File: src/hw/rtl/dmsr_pkg.sv
// dmsr_pkg: shared types and constants for the dual motor speed ramp.
// Used by every module under hw/rtl; depends on nothing.

package dmsr_pkg;

  localparam int SPEED_W = 8;
  localparam int DUTY_W  = 8;
  localparam int STEP_W  = 7;
  localparam int MAG_W   = 7;
  localparam int DELAY_W = 16;
  localparam int TIME_W  = 32;
  localparam int ADDR_W  = 5;
  localparam int DATA_W  = 32;

  // speed limits, held in the 10-bit ramp arithmetic width
  localparam int RAMP_W = 10;
  localparam logic signed [RAMP_W-1:0] SPEED_MAX = 10'sd100;
  localparam logic signed [RAMP_W-1:0] SPEED_MIN = -10'sd100;

  // x / 100 == (x * 5243) >> 19, exact for x < 43690 (product tops out at 25500)
  localparam int PROD_W    = DUTY_W + MAG_W;
  localparam int RECIP_W   = 13;
  localparam int DIV_SHIFT = 19;
  localparam logic [RECIP_W-1:0] RECIP_100 = 13'd5243;
  localparam int SCALED_W  = PROD_W + RECIP_W;

  // register indexes (byte address / 4)
  localparam logic [2:0] REG_ACCEL = 3'd0;
  localparam logic [2:0] REG_DECEL = 3'd1;
  localparam logic [2:0] REG_DELAY = 3'd2;
  localparam logic [2:0] REG_MIN   = 3'd3;
  localparam logic [2:0] REG_MAX   = 3'd4;

  localparam logic [0:0] CMD_UPDATE = 1'b0;
  localparam logic [0:0] CMD_ESTOP  = 1'b1;

  typedef struct packed {
    logic [STEP_W-1:0]  accel_step;
    logic [STEP_W-1:0]  decel_step;
    logic [DELAY_W-1:0] reverse_delay_ms;
    logic [DUTY_W-1:0]  duty_floor;
    logic [DUTY_W-1:0]  duty_ceil;
  } cfg_t;

  // per-lane result: the lane's state after the transaction
  typedef struct packed {
    logic signed [SPEED_W-1:0] speed;
    logic                      forward;
    logic                      quiet;    // speed zero and no reversal pending
  } lane_res_t;

endpackage

File: src/hw/rtl/dmsr_regs.sv
// dmsr_regs: APB-style register file holding the ramp and duty settings.
// Depends on dmsr_pkg.

module dmsr_regs import dmsr_pkg::*; (
  input  logic              clk,
  input  logic              rst_n,
  input  logic              psel,
  input  logic              penable,
  input  logic              pwrite,
  input  logic [ADDR_W-1:0] paddr,
  input  logic [DATA_W-1:0] pwdata,
  output logic [DATA_W-1:0] prdata,
  output logic              pready,
  output cfg_t              cfg
);

  cfg_t       cfg_r;
  cfg_t       cfg_nxt;
  logic       wr_en;
  logic [2:0] idx;

  assign pready = 1'b1;
  assign wr_en  = psel && penable && pwrite && pready;
  assign idx    = paddr[4:2];
  assign cfg    = cfg_r;

  always_comb begin
    cfg_nxt = cfg_r;
    if (wr_en) begin
      case (idx)
        REG_ACCEL: cfg_nxt.accel_step       = pwdata[STEP_W-1:0];
        REG_DECEL: cfg_nxt.decel_step       = pwdata[STEP_W-1:0];
        REG_DELAY: cfg_nxt.reverse_delay_ms = pwdata[DELAY_W-1:0];
        REG_MIN:   cfg_nxt.duty_floor       = pwdata[DUTY_W-1:0];
        REG_MAX:   cfg_nxt.duty_ceil        = pwdata[DUTY_W-1:0];
        default:   cfg_nxt = cfg_r;
      endcase
    end
  end

  always_ff @(posedge clk) begin
    if (!rst_n) begin
      cfg_r.accel_step       <= STEP_W'(5);
      cfg_r.decel_step       <= STEP_W'(5);
      cfg_r.reverse_delay_ms <= DELAY_W'(200);
      cfg_r.duty_floor       <= DUTY_W'(0);
      cfg_r.duty_ceil        <= DUTY_W'(255);
    end else begin
      cfg_r <= cfg_nxt;
    end
  end

  always_comb begin
    case (idx)
      REG_ACCEL: prdata = DATA_W'(cfg_r.accel_step);
      REG_DECEL: prdata = DATA_W'(cfg_r.decel_step);
      REG_DELAY: prdata = DATA_W'(cfg_r.reverse_delay_ms);
      REG_MIN:   prdata = DATA_W'(cfg_r.duty_floor);
      REG_MAX:   prdata = DATA_W'(cfg_r.duty_ceil);
      default:   prdata = '0;
    endcase
  end

endmodule

File: src/hw/rtl/dmsr_lane.sv
// dmsr_lane: one motor channel - target clamp, reversal dead time and speed ramp.
// State updates in the cycle a transaction is accepted. Depends on dmsr_pkg.

module dmsr_lane import dmsr_pkg::*; (
  input  logic                      clk,
  input  logic                      rst_n,
  input  logic                      en,
  input  logic                      command,
  input  logic signed [SPEED_W-1:0] target,
  input  logic [TIME_W-1:0]         now_ms,
  input  cfg_t                      cfg,
  output lane_res_t                 res
);

  logic signed [SPEED_W-1:0] speed_r, speed_nxt;
  logic                      fwd_r, fwd_nxt;
  logic                      rev_r, rev_nxt;
  logic [TIME_W-1:0]         start_r, start_nxt;

  logic signed [RAMP_W-1:0]  tgt, cur, nxt, acc, dec;
  logic [TIME_W-1:0]         elapsed;
  logic                      delay_done;
  logic [RAMP_W-1:0]         cur_mag, tgt_mag;

  always_comb begin
    tgt = RAMP_W'(target);
    if (tgt > SPEED_MAX) tgt = SPEED_MAX;
    if (tgt < SPEED_MIN) tgt = SPEED_MIN;
  end

  assign cur        = RAMP_W'(speed_r);
  assign acc        = $signed({{(RAMP_W-STEP_W){1'b0}}, cfg.accel_step});
  assign dec        = $signed({{(RAMP_W-STEP_W){1'b0}}, cfg.decel_step});
  assign cur_mag    = (cur < 0) ? RAMP_W'(-cur) : RAMP_W'(cur);
  assign tgt_mag    = (tgt < 0) ? RAMP_W'(-tgt) : RAMP_W'(tgt);
  assign elapsed    = now_ms - start_r;
  assign delay_done = elapsed >= TIME_W'(cfg.reverse_delay_ms);

  // one ramp step toward the target, never passing it
  always_comb begin
    nxt = cur;
    if (cur_mag < tgt_mag) begin
      if (tgt > 0) begin
        nxt = cur + acc;
        if (nxt > tgt) nxt = tgt;
      end else begin
        nxt = cur - acc;
        if (nxt < tgt) nxt = tgt;
      end
    end else if (cur_mag > tgt_mag) begin
      if (cur > 0) begin
        nxt = cur - dec;
        if (nxt < tgt) nxt = tgt;
      end else begin
        nxt = cur + dec;
        if (nxt > tgt) nxt = tgt;
      end
    end
  end

  always_comb begin
    speed_nxt = speed_r;
    fwd_nxt   = fwd_r;
    rev_nxt   = rev_r;
    start_nxt = start_r;
    if (command == CMD_ESTOP) begin
      speed_nxt = '0;
      rev_nxt   = 1'b0;
    end else if (rev_r) begin
      if (delay_done) begin
        rev_nxt = 1'b0;
        fwd_nxt = (tgt >= 0);
      end
    end else if ((cur > 0 && tgt < 0) || (cur < 0 && tgt > 0)) begin
      speed_nxt = '0;
      rev_nxt   = 1'b1;
      start_nxt = now_ms;
    end else begin
      if (cur == 0 && tgt != 0) fwd_nxt = (tgt > 0);
      speed_nxt = SPEED_W'(nxt);
    end
  end

  always_ff @(posedge clk) begin
    if (!rst_n) begin
      speed_r <= '0;
      fwd_r   <= 1'b1;
      rev_r   <= 1'b0;
      start_r <= '0;
    end else if (en) begin
      speed_r <= speed_nxt;
      fwd_r   <= fwd_nxt;
      rev_r   <= rev_nxt;
      start_r <= start_nxt;
    end
  end

  assign res.speed   = speed_nxt;
  assign res.forward = fwd_nxt;
  assign res.quiet   = (speed_nxt == 0) && !rev_nxt;

endmodule

File: src/hw/rtl/dmsr_duty.sv
// dmsr_duty: two-stage duty scaling, min + (max-min)*|speed|/100, and zero duty at zero speed.
// Stage A multiplies, stage B divides by 100 through a reciprocal. Depends on dmsr_pkg.

module dmsr_duty import dmsr_pkg::*; (
  input  logic                      clk,
  input  logic                      en_a,
  input  logic                      en_b,
  input  logic signed [SPEED_W-1:0] speed,
  input  cfg_t                      cfg,
  output logic [DUTY_W-1:0]         duty
);

  logic [MAG_W-1:0]    mag;
  logic [DUTY_W-1:0]   span;
  logic                inv;
  logic [PROD_W-1:0]   prod_r;
  logic [DUTY_W-1:0]   min_r;
  logic                inv_r, zero_r;
  logic [SCALED_W-1:0] scaled;
  logic [DUTY_W-1:0]   quot;
  logic [DUTY_W-1:0]   duty_r, duty_nxt;

  assign mag  = (speed < 0) ? MAG_W'(-speed) : MAG_W'(speed);
  assign inv  = cfg.duty_floor > cfg.duty_ceil;
  assign span = inv ? (cfg.duty_floor - cfg.duty_ceil) : (cfg.duty_ceil - cfg.duty_floor);

  always_ff @(posedge clk) begin
    if (en_a) begin
      prod_r <= PROD_W'(span) * PROD_W'(mag);
      min_r  <= cfg.duty_floor;
      inv_r  <= inv;
      zero_r <= (mag == '0);
    end
  end

  assign scaled = SCALED_W'(prod_r) * SCALED_W'(RECIP_100);
  assign quot   = scaled[DIV_SHIFT +: DUTY_W];

  always_comb begin
    if (zero_r) duty_nxt = '0;
    else if (inv_r) duty_nxt = min_r - quot;
    else duty_nxt = min_r + quot;
  end

  always_ff @(posedge clk) begin
    if (en_b) duty_r <= duty_nxt;
  end

  assign duty = duty_r;

endmodule

File: src/hw/rtl/dual_motor_speed_ramp.sv
// dual_motor_speed_ramp: top level, two ramp lanes, duty pipeline and result merge.
// Depends on dmsr_pkg, dmsr_regs, dmsr_lane, dmsr_duty.
//
// Usage:
//   Input channel (in_valid/in_ready) carries one command per transaction: an update
//   with signed left/right targets and a millisecond timestamp, or an emergency stop.
//   Output channel (out_valid/out_ready) returns exactly one result per input
//   transaction: both duties, directions, ramped speeds and the all-stopped flag,
//   showing the motor state after that transaction.
//   Both lanes update their state in the accept cycle; the duty scaling follows in
//   two registered stages (multiply, then divide by 100 via a reciprocal multiply).
//   Each transaction passes the lane result, product and duty registers in order;
//   out_valid is the duty stage's valid bit. Throughput: one transaction per cycle while
//   out_ready is high; each stage holds its own valid bit, so bubbles fill while
//   the receiver stalls and up to three results are in flight.
//   When the receiver stalls with the pipe full, in_ready drops until out_ready.
//   Reset (rst_n low, synchronous) empties the pipe, sets speeds to 0, directions
//   forward, clears reversals and loads register defaults.
//   The APB-style port at byte address 4*i holds accel, decel, reverse delay,
//   min duty, max duty; write it only while no transaction is in flight.

module dual_motor_speed_ramp import dmsr_pkg::*; (
  input  logic                      clk,
  input  logic                      rst_n,
  input  logic                      in_valid,
  output logic                      in_ready,
  input  logic                      in_command,
  input  logic signed [SPEED_W-1:0] in_left_target,
  input  logic signed [SPEED_W-1:0] in_right_target,
  input  logic [TIME_W-1:0]         in_now_ms,
  output logic                      out_valid,
  input  logic                      out_ready,
  output logic [DUTY_W-1:0]         out_left_duty,
  output logic [DUTY_W-1:0]         out_right_duty,
  output logic                      out_left_forward,
  output logic                      out_right_forward,
  output logic signed [SPEED_W-1:0] out_left_speed,
  output logic signed [SPEED_W-1:0] out_right_speed,
  output logic                      out_all_stopped,
  input  logic                      psel,
  input  logic                      penable,
  input  logic                      pwrite,
  input  logic [ADDR_W-1:0]         paddr,
  input  logic [DATA_W-1:0]         pwdata,
  output logic [DATA_W-1:0]         prdata,
  output logic                      pready
);

  cfg_t      cfg;
  lane_res_t left_res, right_res;
  lane_res_t l1_r, r1_r, l2_r, r2_r, l3_r, r3_r;
  logic      stop1_r, stop2_r, stop3_r;
  logic      v1_r, v2_r, v3_r;
  logic      v1_nxt, v2_nxt, v3_nxt;
  logic      ld1, ld2, ld3;

  // per-stage load: a stage takes new data when empty or when it drains this cycle
  assign ld3      = v2_r && (!v3_r || out_ready);
  assign ld2      = v1_r && (!v2_r || ld3);
  assign in_ready = !v1_r || ld2;
  assign ld1      = in_valid && in_ready;

  dmsr_regs u_regs (
    .clk    (clk),
    .rst_n  (rst_n),
    .psel   (psel),
    .penable(penable),
    .pwrite (pwrite),
    .paddr  (paddr),
    .pwdata (pwdata),
    .prdata (prdata),
    .pready (pready),
    .cfg    (cfg)
  );

  dmsr_lane u_left (
    .clk    (clk),
    .rst_n  (rst_n),
    .en     (ld1),
    .command(in_command),
    .target (in_left_target),
    .now_ms (in_now_ms),
    .cfg    (cfg),
    .res    (left_res)
  );

  dmsr_lane u_right (
    .clk    (clk),
    .rst_n  (rst_n),
    .en     (ld1),
    .command(in_command),
    .target (in_right_target),
    .now_ms (in_now_ms),
    .cfg    (cfg),
    .res    (right_res)
  );

  dmsr_duty u_left_duty (
    .clk  (clk),
    .en_a (ld2),
    .en_b (ld3),
    .speed(l1_r.speed),
    .cfg  (cfg),
    .duty (out_left_duty)
  );

  dmsr_duty u_right_duty (
    .clk  (clk),
    .en_a (ld2),
    .en_b (ld3),
    .speed(r1_r.speed),
    .cfg  (cfg),
    .duty (out_right_duty)
  );

  always_comb begin
    v1_nxt = ld1 ? 1'b1 : (ld2 ? 1'b0 : v1_r);
    v2_nxt = ld2 ? 1'b1 : (ld3 ? 1'b0 : v2_r);
    v3_nxt = ld3 ? 1'b1 : ((v3_r && out_ready) ? 1'b0 : v3_r);
  end

  always_ff @(posedge clk) begin
    if (!rst_n) begin
      v1_r <= 1'b0;
      v2_r <= 1'b0;
      v3_r <= 1'b0;
    end else begin
      v1_r <= v1_nxt;
      v2_r <= v2_nxt;
      v3_r <= v3_nxt;
    end
  end

  // merge: both lanes quiet means all stopped
  always_ff @(posedge clk) begin
    if (ld1) begin
      l1_r    <= left_res;
      r1_r    <= right_res;
      stop1_r <= left_res.quiet && right_res.quiet;
    end
    if (ld2) begin
      l2_r    <= l1_r;
      r2_r    <= r1_r;
      stop2_r <= stop1_r;
    end
    if (ld3) begin
      l3_r    <= l2_r;
      r3_r    <= r2_r;
      stop3_r <= stop2_r;
    end
  end

  assign out_valid         = v3_r;
  assign out_left_forward  = l3_r.forward;
  assign out_right_forward = r3_r.forward;
  assign out_left_speed    = l3_r.speed;
  assign out_right_speed   = r3_r.speed;
  assign out_all_stopped   = stop3_r;

endmodule

File: config.mk
export PLATFORM = sky130hd
export DESIGN_NAME = dual_motor_speed_ramp
export DESIGN_NICKNAME = d
export VERILOG_FILES = /design/src/hw/rtl/dmsr_pkg.sv /design/src/hw/rtl/dmsr_regs.sv /design/src/hw/rtl/dmsr_lane.sv /design/src/hw/rtl/dmsr_duty.sv /design/src/hw/rtl/dual_motor_speed_ramp.sv
export SDC_FILE = /design/constraint.sdc
export NUM_CORES = 2
export LEC_CHECK = 0
export ABC_AREA = 1
export BUFFER_PORTS_ARGS = -buffer_cell sky130_fd_sc_hd__buf_2
export CELL_PAD_IN_SITES_DETAIL_PLACEMENT = 0
export CELL_PAD_IN_SITES_GLOBAL_PLACEMENT = 2
export CORE_UTILIZATION = 41
export DETAILED_ROUTE_END_ITERATION = 7
export PLACE_DENSITY = 0.9
export SYNTH_ARGS = -nofsm -noshare
export SYNTH_HDL_FRONTEND = slang
export SYNTH_SLANG_ARGS = --single-unit
File: constraint.sdc
create_clock -name clk -period 10.1 [get_ports clk]
set_input_delay 2.525 -clock clk [delete_from_list [all_inputs] [get_ports clk]]
set_output_delay 2.525 -clock clk [all_outputs]
set_load 0.01 [all_outputs]
==> Word-level counts from Yosys, hierarchy flattened <==
Index checks and enable logic that the tools add are counted.
{ "op_classes": {"magnitude_cmp": 31, "n_reduce_logical": 44, "muxes": 60, "n_mul": 4, "eq_ne": 4, "n_bitwise": 3, "add_sub_neg": 22} }
{ "ops": {"columns": ["operator", "n"], "rows": [
  ["8-bit 2-to-1 mux", 25],
  ["32-bit logical NOT", 4],
  ["10-bit 2-to-1 mux", 8],
  ["16-bit case mux with 5 select lines", 1],
  ["32-bit by 16-bit >= comparator with 1-bit output", 2],
  ["32-bit nonzero test", 2],
  ["32-bit subtractor", 2],
  ["15-bit by 13-bit multiplier with 27-bit output, second input constant", 2],
  ["9-bit by 10-bit > comparator with 1-bit output", 4],
  ["9-bit by 10-bit < comparator with 1-bit output", 4],
  ["8-bit by 8-bit adder with 9-bit output", 4],
  ["8-bit by 8-bit subtractor with 9-bit output", 4],
  ["8-bit by 1-bit < comparator with 1-bit output, second input constant", 4],
  ["8-bit subtractor", 4],
  ["8-bit by 7-bit multiplier with 15-bit output", 2],
  ["1-bit 2-to-1 mux", 24],
  ["10-bit by 1-bit >= comparator with 1-bit output, second input constant", 2],
  ["10-bit by 1-bit > comparator with 1-bit output, second input constant", 2],
  ["10-bit > comparator", 2],
  ["10-bit by 1-bit < comparator with 1-bit output, second input constant", 2],
  ["10-bit < comparator", 2],
  ["10-bit by 8-bit < comparator with 1-bit output, second input constant", 2],
  ["10-bit negator", 2],
  ["8-bit negator with 10-bit output", 2],
  ["18 further kinds", 56]
]} }
{ "word_totals": {"inputBits": 93, "output_inout_bits": 70, "elab_cells": 207, "register_bits": 247} }

==> Depth between registers and ports, before layout <==
{ "depth": {"depth_word": 15, "depth_mapped": 41} }

==> Hierarchy <==
Synthesis repeated with hierarchy kept, for this count alone.
{ "hier_totals": {"cells_unflattened": 5087, "area_unflattened_um2": 36278.5} }
{ "modules_own_cells": {"columns": ["module", "instances", "area_each_um2", "cells_per_inst"], "rows": [
  ["dmsr_duty at u_right_duty", 1, 8414.3, 1093],
  ["dmsr_duty at u_left_duty", 1, 8265.4, 1041],
  ["dmsr_lane at u_right", 1, 7785.0, 1258],
  ["dmsr_lane at u_left", 1, 7517.2, 1228],
  ["dmsr_regs", 1, 2438.6, 389],
  ["dual_motor_speed_ramp", 1, 1858.0, 78]
]} }

==> Worst setup path before layout <==
No wires, ideal clock.
{ "synth_path": {"kind": "input -> register", "start": "input port in_right_target[0]", "end": "register stop1_r, data pin", "t_arrival_ns": 6.714, "stages": 31, "path_buffers": 1, "setup_slack_ns": 3.251, "setup_time_ns": 0.135, "cell_sequence": "o21ai_2 -> nand2_1 -> nand2_2 -> nand2_1 -> o21ai_0 -> o21ai_0 -> ha_1 -> inv_1 -> nand3_1 -> ha_1 -> inv_1 -> nor3_2 -> or2_2 -> xor2_1 -> ha_1 -> nand2_1 -> inv_1 -> nand3_1 -> a31oi_1 -> nor4_1 -> buf_2 -> nand3_1 -> nand2_1 -> inv_1 -> nand2_1 -> nand2_1 -> nand2_1 -> nand2_1 -> nor2_1 -> nand2_1 -> nor2_2"} }
{ "synth_via": {"elab_chain_cells": 15} }
{ "synth_lines": {"columns": ["element", "line", "rtl"], "rows": [
  ["start: declaration", "dual_motor_speed_ramp.sv:29", "input logic signed [SPEED_W-1:0] in_right_target,"],
  ["8-bit > comparator", "dmsr_lane.sv:27", "if (tgt > SPEED_MAX) tgt = SPEED_MAX;"],
  ["10-bit 2-to-1 mux *", "dmsr_lane.sv:27", null],
  ["10-bit by 8-bit < comparator with 1-bit output", "dmsr_lane.sv:28", "if (tgt < SPEED_MIN) tgt = SPEED_MIN;"],
  ["10-bit 2-to-1 mux *", "dmsr_lane.sv:28", null],
  ["10-bit negator, or another cell as far along", "dmsr_lane.sv:35", "assign tgt_mag = (tgt < 0) ? RAMP_W'(-tgt) : RAMP_W'(tgt);"],
  ["10-bit 2-to-1 mux, or another cell as far along", "dmsr_lane.sv:35", null],
  ["10-bit > comparator or 8-bit 2-to-1 mux (tied branches)", "dmsr_lane.sv:50, dmsr_lane.sv:51", null],
  ["8-bit 2-to-1 mux", "dmsr_lane.sv:50", "end else if (cur_mag > tgt_mag) begin"],
  ["8-bit 2-to-1 mux", "dmsr_lane.sv:42", "if (cur_mag < tgt_mag) begin"],
  ["8-bit 2-to-1 mux", "dmsr_lane.sv:74", "end else if ((cur > 0 && tgt < 0) || (cur < 0 && tgt > 0)) begin"],
  ["8-bit 2-to-1 mux", "dmsr_lane.sv:69", "end else if (rev_r) begin"],
  ["8-bit 2-to-1 mux", "dmsr_lane.sv:66", "if (command == CMD_ESTOP) begin"],
  ["32-bit logical NOT", "dmsr_lane.sv:100", "assign res.quiet = (speed_nxt == 0) && !rev_nxt;"],
  ["1-bit logical AND *", "dmsr_lane.sv:100", null],
  ["1-bit logical AND *", "dual_motor_speed_ramp.sv:139", "stop1_r <= left_res.quiet && right_res.quiet;"],
  ["end signal: assignment", "dual_motor_speed_ramp.sv:139", null],
  ["end: declaration", "dual_motor_speed_ramp.sv:52", "logic stop1_r, stop2_r, stop3_r;"]
]} }
Every way passes the cells marked *; elsewhere a longest branch is shown, timed or not.
A chain may end at the register's enable or synchronous reset.

==> Worst setup path in the final report <==
{ "layout_path": {"start": "register u_regs.cfg_r, in the netlist u_regs.cfg[8]", "end": "register u_left_duty.prod_r[13], data pin"} }
{ "layout_via": {"elab_chain_cells": 3} }
{ "layout_lines": {"columns": ["element", "line", "rtl"], "rows": [
  ["start: declaration", "dmsr_regs.sv:17", "cfg_t cfg_r;"],
  ["start signal: assignment", "dmsr_regs.sv:49", "cfg_r <= cfg_nxt;"],
  ["8-bit > comparator", "dmsr_duty.sv:24", "assign inv = cfg.duty_floor > cfg.duty_ceil;"],
  ["named net u_left_duty.inv", "dmsr_duty.sv:15", "logic inv;"],
  ["8-bit 2-to-1 mux", "dmsr_duty.sv:25", "assign span = inv ? (cfg.duty_floor - cfg.duty_ceil) : (cfg.duty_ceil - cfg.duty_floor);"],
  ["8-bit by 7-bit multiplier with 15-bit output", "dmsr_duty.sv:29", "prod_r <= PROD_W'(span) * PROD_W'(mag);"],
  ["end signal: assignment", "dmsr_duty.sv:29", null],
  ["end: declaration", "dmsr_duty.sv:16", "logic [PROD_W-1:0] prod_r;"]
]} }
The timed path passes the listed nets, and every way through them passes these cells.

==> results.json <==
{
  "drcViolationCount": 2,
  "max_cap_violations": 0,
  "worstMarginPinSlew_ps": 976,
  "worst-path-stages": 32,
  "first_iter_violations": 1603,
  "start_util_pct": 41.3,
  "cts_buffer_depth": 3,
  "avgSynthCellArea_um2": 7.52,
  "hold_violations": 0,
  "regArea_mm2": 0.00609,
  "finalNetCount": 5274,
  "min_period_ps": 7400,
  "die_w_um": 284,
  "path_clk_slew_ps": 70,
  "grt_max_degree": 71,
  "synth_cell_type_count": 60,
  "arrival_ps": 7720,
  "synthesis.area_mm2": 0.0326,
  "clock_skew_ps": 19.0,
  "drv_slew": 0,
  "rsz0062_at_grt": "false",
  "hold_buffers": 0,
  "core-area_mm2": 0.0789,
  "finalSetupViolations": 0,
  "drive_gt1_share_pct": 5.58,
  "critPathLaunchType": "register",
  "critPathCapture": "u_left_duty.prod_r[13]",
  "synth_seq_cells": 247,
  "async_reset_ff_share_pct": 0,
  "cts_resized": 0,
  "grt_util_met3_pct": 1.85,
  "wirelength_um": 92100,
  "crit_fanout": 9,
  "hpwlAfterDp_um": 76600,
  "synth-seq-area-share_pct": 18.7,
  "final.setup.worst_slack_ps": 2700,
  "area_growth_pct": 8.35,
  "dr_total_vias": 27700,
  "busiest_layer": "met2",
  "hold_class": "reg2reg",
  "multi_input_area_mm2": 0.0229,
  "grt_antenna_before_repair": 0,
  "setup_tns_ps": 0,
  "die_area_mm2": 0.0806,
  "crit_family": "adder cells",
  "cts_setup_buffers": 0,
  "ys_warn_count": 0,
  "routabilityCongestion": 0.898,
  "timing.fmax_ghz": 0.135,
  "cpMaxStageDelayCell": "fa_1",
  "crit_path_max_incr_delay_ps": 550,
  "pin_count": 163,
  "overflow": 0,
  "wl_per_cell_um": 16.7,
  "cts_num_sinks": 247,
  "dp_slack_ps": 2420,
  "violations": "design-rule violations",
  "die_y_um": 284,
  "grt_util_all_layers_pct": 22.8,
  "grt_first_pass_wirelength_um": 147000,
  "status": "complete, but fails checks",
  "grt_use_met1_pct": 32.5,
  "crit_path_start": "u_regs.cfg[8]",
  "rows": 103,
  "cts_made_buffers": 30,
  "htreeDepth": 1,
  "antenna_left": 0,
  "synth-edff-count": 114,
  "holdWs_ps": 405,
  "path_buf_inv": 7,
  "syn_inst": 4335,
  "grt_pass1_vias": 27000,
  "gr-usage-met2_pct": 38.0,
  "end_kind": "register",
  "viasPerCell": 5.02,
  "cts_tree": "done",
  "fill_cells": 8226,
  "clk_latency_ps": 590,
  "io_buffers": 127,
  "crit_required_ps": 10430,
  "fin_crit_sh_pct": 73.2,
  "crit_path_frequent_cell": "inv_1",
  "rr_worst_depth": 32,
  "cts_root_buf": "clkbuf_16",
  "worstReg2RegStart": "u_regs.cfg[8]",
  "first_pass_iters": 8,
  "r2r_slack_ps": 2700,
  "ys.flop_type": "dfxtp_1",
  "worst-setup-path-type": "reg2reg",
  "relSlewSlack_pct": 34.7,
  "timing.rr.end": "u_left_duty.prod_r[13]"
}
sequential cells by signal, indices dropped and copies added, names as in the netlist, 8 cells and up:
register / cells
u_right_duty.prod_r: 15
u_left.speed_r: 8
u_right_duty.duty: 8
u_left_duty.prod_r: 15
u_left_duty.duty: 8
out_right_speed: 8
out_left_speed: 8
u_right.start_r: 32
l1_r: 9
u_right.speed_r: 8
r2_r: 9
l2_r: 9
u_left.start_r: 32
u_regs.cfg: 46
r1_r: 9
u_right_duty.min_r: 8
area by class of cell:
cell class	count	area share [%]
multi-input combinational	3158	64.8
sequential	247	17.2
inverter	868	9.25
clock buffer	36	2.28
clock inverter	20	0.705
tap	1050	3.72
antenna	1	0.00709
timing repair buffer	137	2.02
cells by family after synthesis:
group | count (synthesis) | share of synthesized area, %
AOI/OAI and AO/OA | 751 | 12.7
xor gates and xnor gates | 174 | 4.68
adders and majority gates | 739 | 33.2
buffers and inverters | 951 | 11.4
DFF | 247 | 18.7
muxes | 1 | 0.0307
other | 2 | 0.0230
and+or+nand+nor | 1470 | 19.3
Yosys cell counts, drive strengths merged (8+ instances only):
| library cell | instances | area share (%) |
|---|---|---|
| inv | 861 | 9.9 |
| nand2 | 744 | 8.8 |
| ha | 531 | 20 |
| a21oi | 363 | 5.6 |
| nor2 | 336 | 3.9 |
| nand3 | 276 | 4.3 |
| o21ai | 252 | 3.9 |
| fa | 208 | 13 |
| xor2 | 136 | 3.7 |
| dfxtp | 133 | 8.2 |
| edfxtp | 114 | 11 |
| buf | 43 | 0.92 |
| clkbuf | 40 | 0.49 |
| o21bai | 38 | 0.88 |
| xnor2 | 38 | 1.0 |
| nor3 | 37 | 0.61 |
| nand4 | 31 | 0.60 |
| a211oi | 17 | 0.39 |
| o211ai | 17 | 0.39 |
| nand3b | 15 | 0.38 |
| nor4 | 12 | 0.23 |
| a21o | 11 | 0.25 |
| o22ai | 11 | 0.30 |
| or2 | 10 | 0.20 |
| a31oi | 9 | 0.17 |
| a221oi | 8 | 0.22 |
| o221ai | 8 | 0.22 |
per-layer routing:
metal  vias to the layer above  share of wire, %
met1                     12800                49
met2                       490                46
met4                         0               1.6
met5                         -                 0
li1                      14300                 -
met3                        91               3.7
stage by stage:
step | area, um2 | cells | util, %
2_1_floorplan | 32700 | 4356 | -
3_3_place_gp | 34200 | 5460 | 43.4
3_5_place_dp | 34200 | 5460 | 43.4
4_1_cts | 35300 | 5516 | 44.8
5_1_grt | 35300 | 5516 | 44.8
6_report | 35300 | 5517 | 44.8
worst min-delay path by stage:
stage            start                  to  depth (start not counted)
4_1_cts        r2_r[6]  out_right_speed[4]                          0
3_5_place_dp   r2_r[2]  out_right_speed[0]                          0
5_1_grt        r2_r[6]  out_right_speed[4]                          0
6_report       r2_r[6]  out_right_speed[4]                          0
3_3_place_gp   r1_r[1]             r2_r[1]                          0
2_1_floorplan  l1_r[1]             l2_r[1]                          0
layout by cell type, fill, tap and decap left out, types with 28 or more instances in the layout:
| cell | Yosys | final |
|---|---|---|
| dfxtp_1 | 133 | 133 |
| o21ai_1 | 28 | 28 |
| buf_2 | 14 | 126 |
| edfxtp_1 | 114 | 114 |
| xor2_1 | 136 | 136 |
| ha_1 | 531 | 531 |
| clkbuf_16 | 0 | 31 |
| a21oi_1 | 360 | 359 |
| inv_1 | 852 | 851 |
| nand4_1 | 31 | 31 |
| nand2_1 | 728 | 728 |
| nor2_1 | 331 | 331 |
| fa_1 | 208 | 208 |
| xnor2_1 | 38 | 38 |
| o21ai_0 | 223 | 223 |
| nand3_1 | 269 | 269 |
| o21bai_1 | 38 | 38 |
| nor3_1 | 34 | 34 |
Power is left out: the tool's default activity adds up to more than one toggle a clock period on the data nets, which glitch-free logic cannot reach.
